$ cat src/rtl/tiu_pkg.sv
`timescale 1ns / 1ps
// ----------------------------------------------------------------------------
// trie insert/lookup shared definitions
// default sizes, symbol range, status codes and controller/datapath structs
// ----------------------------------------------------------------------------
package tiu_pkg;

    localparam int NODES_DEF      = 1024;
    localparam int SYMBOLS_DEF    = 75;
    localparam int VALUE_BITS_DEF = 16;

    // symbol range of a key byte
    localparam logic [7:0] FIRST_SYMBOL = 8'd48;
    localparam logic [7:0] LAST_SYMBOL  = 8'd122;

    typedef enum logic [1:0] {
        ST_OK        = 2'd0,
        ST_NOT_FOUND = 2'd1,
        ST_FULL      = 2'd2,
        ST_BAD_CHAR  = 2'd3
    } t_status;

    // controller to datapath
    typedef struct packed {
        logic clear;     // clearing pass step
        logic accept;    // take the input word, issue link read
        logic resolve;   // act on the link read
        logic out_load;  // load the result register
        logic out_val;   // result comes from the node value read
    } t_cmd;

    // datapath to controller
    typedef struct packed {
        logic clear_done;
        logic last;
        logic need_val;
    } t_sts;

endpackage

$ cat src/rtl/tiu_ctrl.sv
`timescale 1ns / 1ps
// ----------------------------------------------------------------------------
// tiu controller
// sequences clearing pass, link read, link resolve and value read
// ----------------------------------------------------------------------------
module tiu_ctrl (
    input  logic          i_clk,
    input  logic          i_rst_n,
    input  logic          i_valid,
    input  logic          i_stall,
    input  tiu_pkg::t_sts i_sts,
    output tiu_pkg::t_cmd o_cmd,
    output logic          o_stall,
    output logic          o_valid
);

    import tiu_pkg::*;

    typedef enum logic [3:0] {
        S_CLEAR = 4'b0001,
        S_IDLE  = 4'b0010,
        S_LINK  = 4'b0100,
        S_VAL   = 4'b1000
    } t_state;

    t_state r_state, n_state;
    logic   r_o_valid, n_o_valid;
    logic   out_free;
    t_cmd   cmd;

    assign out_free = !r_o_valid || !i_stall;

    always_comb begin
        n_state = r_state;
        cmd     = '0;
        case (r_state)
            S_CLEAR: begin
                cmd.clear = 1'b1;
                if (i_sts.clear_done) begin
                    n_state = S_IDLE;
                end
            end
            S_IDLE: begin
                if (i_valid) begin
                    cmd.accept = 1'b1;
                    n_state    = S_LINK;
                end
            end
            S_LINK: begin
                if (!i_sts.last || i_sts.need_val || out_free) begin
                    cmd.resolve = 1'b1;
                    if (i_sts.need_val) begin
                        n_state = S_VAL;
                    end else begin
                        cmd.out_load = i_sts.last;
                        n_state      = S_IDLE;
                    end
                end
            end
            S_VAL: begin
                if (out_free) begin
                    cmd.out_load = 1'b1;
                    cmd.out_val  = 1'b1;
                    n_state      = S_IDLE;
                end
            end
            default: begin
                n_state = S_CLEAR;
            end
        endcase
    end

    assign n_o_valid = cmd.out_load || (r_o_valid && i_stall);

    always_ff @(posedge i_clk) begin
        if (!i_rst_n) begin
            r_state   <= S_CLEAR;
            r_o_valid <= 1'b0;
        end else begin
            r_state   <= n_state;
            r_o_valid <= n_o_valid;
        end
    end

    assign o_cmd   = cmd;
    assign o_stall = (r_state != S_IDLE);
    assign o_valid = r_o_valid;

    property p_cmd_excl;
        @(posedge i_clk) disable iff (!i_rst_n)
        $onehot0({cmd.clear, cmd.accept, cmd.resolve, cmd.out_val});
    endproperty
    a_cmd_excl: assert property (p_cmd_excl)
        else $error("more than one datapath step at once");

    property p_no_overwrite;
        @(posedge i_clk) disable iff (!i_rst_n)
        cmd.out_load |-> out_free;
    endproperty
    a_no_overwrite: assert property (p_no_overwrite)
        else $error("result register loaded over a pending word");

    property p_pending_held;
        @(posedge i_clk) disable iff (!i_rst_n)
        (r_o_valid && i_stall) |=> r_o_valid;
    endproperty
    a_pending_held: assert property (p_pending_held)
        else $error("pending result word dropped");

    property p_accept_to_link;
        @(posedge i_clk) disable iff (!i_rst_n)
        cmd.accept |=> (r_state == S_LINK);
    endproperty
    a_accept_to_link: assert property (p_accept_to_link)
        else $error("accepted word not followed by link resolve");

endmodule

$ cat config.mk
export PLATFORM = sky130hd
export DESIGN_NAME = tiu_ctrl
export DESIGN_NICKNAME = d
export VERILOG_FILES = /design/src/rtl/tiu_pkg.sv /design/src/rtl/tiu_ctrl.sv
export SDC_FILE = /design/constraint.sdc
export NUM_CORES = 1
export LEC_CHECK = 0
export BUFFER_PORTS_ARGS = -buffer_cell sky130_fd_sc_hd__buf_2
export CELL_PAD_IN_SITES_DETAIL_PLACEMENT = 0
export CELL_PAD_IN_SITES_GLOBAL_PLACEMENT = 1
export CORE_AREA = 5 5 42 44
export DETAILED_ROUTE_END_ITERATION = 8
export DIE_AREA = 0 0 47 49
export PLACE_DENSITY = 0.68
export SYNTH_ARGS = -nofsm -noshare
export SYNTH_HDL_FRONTEND = slang
export SYNTH_SLANG_ARGS = --single-unit
$ cat constraint.sdc
create_clock -name i_clk -period 1.8 [get_ports i_clk]
set_clock_uncertainty 0.05 [all_clocks]
set_input_delay 0.45 -clock i_clk [delete_from_list [all_inputs] [get_ports i_clk]]
set_output_delay 0.45 -clock i_clk [all_outputs]
set_load 0.02 [all_outputs]
==> After elaboration in Yosys (flattened, before gate mapping) <==
Cells that the tools add are included.
{ "op_classes": {"reduce_logical": 9, "eq_ne": 9, "n_div": 0, "add_sub_neg": 0, "n_mul": 0, "n_lt_le_gt_ge": 0, "bitwise_logic": 0, "n_shift": 0, "mux": 15} }
{ "op_table": {"columns": ["cell", "n"], "rows": [
  ["4-bit 2-to-1 mux", 5],
  ["4-bit case mux with 4 select lines", 1],
  ["2-bit != test (second input constant)", 4],
  ["1-bit 2-to-1 mux", 6],
  ["4-bit by 1-bit == test with 1-bit output (second input constant)", 1],
  ["4-bit by 2-bit == test with 1-bit output (second input constant)", 1],
  ["4-bit by 3-bit == test with 1-bit output (second input constant)", 1],
  ["4-bit == test (second input constant)", 1],
  ["1-bit logical OR", 4],
  ["2-bit 2-to-1 mux", 2],
  ["4-bit by 2-bit != test with 1-bit output (second input constant)", 1],
  ["4-bit AND reduction", 1],
  ["1-bit zero test", 3],
  ["1-bit case mux with 2 select lines", 1],
  ["1-bit logical AND", 1]
]} }
{ "totals": {"mem_bits_rw": 0, "mem_bits_ro": 0, "wordCells": 35, "latchBits": 0, "out_inout_bits": 7, "ff_bits": 5, "in_bits": 7, "mem_count": 0} }

==> Longest topological paths before layout <==
{ "depth": {"depth_word": 6, "ltp_mapped": 5, "mapped_depth_nobuf": 4} }

==> Worst setup path after synthesis <==
Ideal clock, no wire load.
{ "synth_timing": {"path_kind": "input to output", "startpoint": "input port i_stall", "endpoint": "output port o_cmd[2] (netlist name)", "arrival_ns": 1.396, "required_ns": 1.300, "cell_stages": 3, "setup_slack_ns": -0.096, "cell_sequence": "nand2_1 -> nor3b_1 -> nor4b_1"} }
{ "synth_rtl": {"columns": ["item", "line", "text"], "rows": [
  ["start, declared", "tiu_ctrl.sv:10", "input logic i_stall,"],
  ["end, declared", "tiu_ctrl.sv:12", "output tiu_pkg::t_cmd o_cmd,"]
]} }

==> flow_summary_export.csv <==
group,metric,value,unit
drt,drtIter0Drc,10,
floorplan,boundaryPins,14,
floorplan,die_height,49,um
clocking,cts_tree,"yes",
worst_hold_path,worst_hold_path_type,"in2reg",
clocking,cts_inserted_buffers,3,
finish,multi_input_comb_area,269,um^2
power,power.density,731,mW/mm^2
clocking,worst_setup_hold_path_clk_slew,40,ps
floorplan,floorplan.rows,14,
worst_setup_path,endpoint_arrival_time_on_the_critical_path,1300,ps
place,gp_congestion,0.750,
sta,layout_min_cycle_time,1800,ps
power,power.share.clock,31.6,%
worst_setup_path,timing.critical_path.to,"o_cmd[1]",
floorplan,die-width,47,um
grt,grt_remaining_overflow,0,
worst_setup_path,worstSetupEndpointType,"output pin",
place,place.detailed.instances,77,
clocking,cts_root_buf,"sky130_fd_sc_hd__clkbuf_4",
floorplan,floorplan.initialDensity,25.7,%
sta,max-slew-margin-rel,83.0,%
worst_setup_path,r2r_start,"r_state[1]$_SDFFE_PN0P_",
worst_setup_path,rr_worst_depth,6,
grt,first_global_vias,382,
sta,finalSetupViolCount,0,
power,peak_ir_drop_on_the_vdd_network,285,uV
yosys,syn_nets,52,
yosys,synth_edf_count,0,
grt,grt_max_degree,8,
worst_setup_path,cp_data_required_time,1300,ps
worst_setup_path,worst-setup-path-type,"reg2out",
finish,stdcell_count,85,
worst_setup_path,worst_setup_path_start_kind,"flop",
clocking,cts.htree.levels,1,
yosys,synthFlopType,"sky130_fd_sc_hd__dfxtp_1",
yosys,synthArstFlopShare,0,%
power,cell_internal_pwr,290,uW
drt,topRoutingLayerUsed,"met4",
finish,antennaDiodeCount,0,
clocking,hold_buffer_count_at_cts,0,
power,cellLeakagePower,0.000238,uW
finish,net_count_of_the_finished_layout,77,
place,dp.final_hpwl,745,um
power,power.share.combinational,35.4,%
yosys,post-synth-top-count-cell,"sky130_fd_sc_hd__nor2_1",
sta,grt_setup_unrepaired,"yes",
power,net-switching-power,127,uW
power,p_seq_share,33.0,%
yosys,ys_top_cells_by_count,"7 x sky130_fd_sc_hd__nor2_1, 5 x sky130_fd_sc_hd__dfxtp_1, 4 x sky130_fd_sc_hd__nand2_1",
finish,post_route_cells_drive_above_1_share,56.5,%
worst_setup_path,worstReg2RegEnd,"r_state[1]$_SDFFE_PN0P_",
finish,filler_cell_count,157,
yosys,yosysTopAreaCellShare,27.8,%
power,netSwitchingFraction,30.4,%
worst_setup_path,crit_start,"r_state[1]$_SDFFE_PN0P_",
grt,grt_pass1_wl,1.67,mm
drt,vias_per_cell,4.96,
place,place.port_buffers,13,
run_status,outcome,"completed",
power,power.total,417,uW
clocking,clock_sinks,5,
sta,maxClockFrequency,0.556,GHz
yosys,ys_seq_elements,5,
drt,firstDrtPassIters,4,
drt,detail-route-antenna-nets,0,
drt,vias,422,
drt,detailed_routed_wire_length_on_met3,67,um
drt,wl_met1,475,um
yosys,synth_sequential_area_ratio,27.8,%
finish,flow.area_growth_from_synthesis,58.3,%
sta,timing.final.hold_violations,0,
floorplan,floorplan.die_area,0.00230,mm^2
drt,wl_per_cell,12.3,um
sta,timing_worst_slew_pin_value,254,ps
sta,final-max-slew-violation-count,0,
run,drv.max_cap_violation_count,0,
clocking,cts_buffer_depth,2,
grt,groute.usage.overall,10.6,%
worst_setup_path,critical_path_fanout_max,4,
yosys,synth_area_per_cell,8.01,um^2
worst_setup_path,r2r_slack,270,ps
grt,antenna_found_initial,0,
drt,post-route-drc-count,0,
drt,met2_length,472,um
yosys,syn-instance-count,45,
finish,final_core_util,40.7,%
finish,register_area,109,um^2
drt,totalWireLength,1.05,mm
yosys,synth_warnings,0,
yosys,synth.cell_area,360,um^2
yosys,synthTopCellsByArea,"sky130_fd_sc_hd__dfxtp_1 28%, sky130_fd_sc_hd__nor2_1 7.3%, sky130_fd_sc_hd__buf_4 4.2%",
yosys,synthDistinctLibCells,30,
sta,final.period_utilization,99.9,%
floorplan,core,0.00140,mm^2
clocking,worstSkewPairLatency,250,ps
yosys,post-synth-top-area-cell,"sky130_fd_sc_hd__dfxtp_1",
==> routing by layer <==
metal,vias up,track usage (%)
met5,-,0
met4,0,9.68
met3,2,3.32
met2,14,13.1
met1,196,13.8
li1,210,-
==> placed cells by master (no fill, tap or decap), drive strengths merged, types with 2 or more instances in the layout <==
| cell | count |
|---|---|
| dfxtp | 5 |
| nor2b | 2 |
| nor2 | 7 |
| buf | 22 |
| o21ai | 2 |
| nand2 | 4 |
| clkbuf | 4 |
| o2bb2ai | 2 |
==> logic make-up after synthesis <==
group,after synthesis,share of synthesized area (%)
AND/OR/NAND/NOR,25,40.3
AO/OA/AOI/OAI,11,24.0
flip-flops,5,27.8
buffers and inverters,3,5.21
multiplexers,1,2.78
==> through the flow <==
stage	cell area, um^2	setup slack, ps	setup TNS (ps)	hold slack, ps
2_1_floorplan	367	118	0	433
4_1_cts	536	-6.86	-6.86	394
3_3_place_gp	474	87.7	0	475
3_5_place_dp	474	83.7	0	483
5_1_grt	571	-52.0	-96.0	404
6_report	571	2.19	0	392
==> sequential cells by signal (all words and copies together) (netlist names) <==
signal and count:
r_state 4, o_valid 1
==> critical path, cell delays in order (launching register included) <==
cell,delay (ps)
sky130_fd_sc_hd__dfxtp_4,340
sky130_fd_sc_hd__or2_4,270
sky130_fd_sc_hd__a21o_1,190
sky130_fd_sc_hd__a21oi_2,100
sky130_fd_sc_hd__buf_4,140
==> power by group through the flow <==
stage               combinational (uW)  clock [uW]  sequential [uW]
finish                             148         132              137
global route                       161         145              139
CTS                                140         132              137
global placement                   108           0              140
detailed placement                 108           0              140
floorplan                         79.7           0              134
==> what timing repair did <==
item | CTS | global route
resized for setup | 6 | 9
endpoints found under the setup margin | 4 | 5
pin swaps | 1 | 0
buffers inserted | 3 | 1
hold endpoints to repair | 0 | 0
==> how the worst min path moves through the flow <==
stage | from | endpoint | cells after the start
2_1_floorplan | r_state[1]$_SDFFE_PN0P_ | r_state[1]$_SDFFE_PN0P_ | 2
3_3_place_gp | r_state[1]$_SDFFE_PN0P_ | r_state[1]$_SDFFE_PN0P_ | 2
3_5_place_dp | r_state[1]$_SDFFE_PN0P_ | r_state[1]$_SDFFE_PN0P_ | 2
4_1_cts | i_rst_n | r_state[0]$_SDFFE_PN1P_ | 2
5_1_grt | i_rst_n | r_state[0]$_SDFFE_PN1P_ | 2
6_report | i_rst_n | r_state[0]$_SDFFE_PN1P_ | 2
==> cell type report <==
class	count	share of cell area, %
inverters	1	0.658
flip-flops and latches	5	19.1
clock buffers	4	4.61
well taps	16	3.51
repair buffers	22	25.0
multi-input cells	37	47.1
No activity file was read; power rests on OpenSTA's default activity.
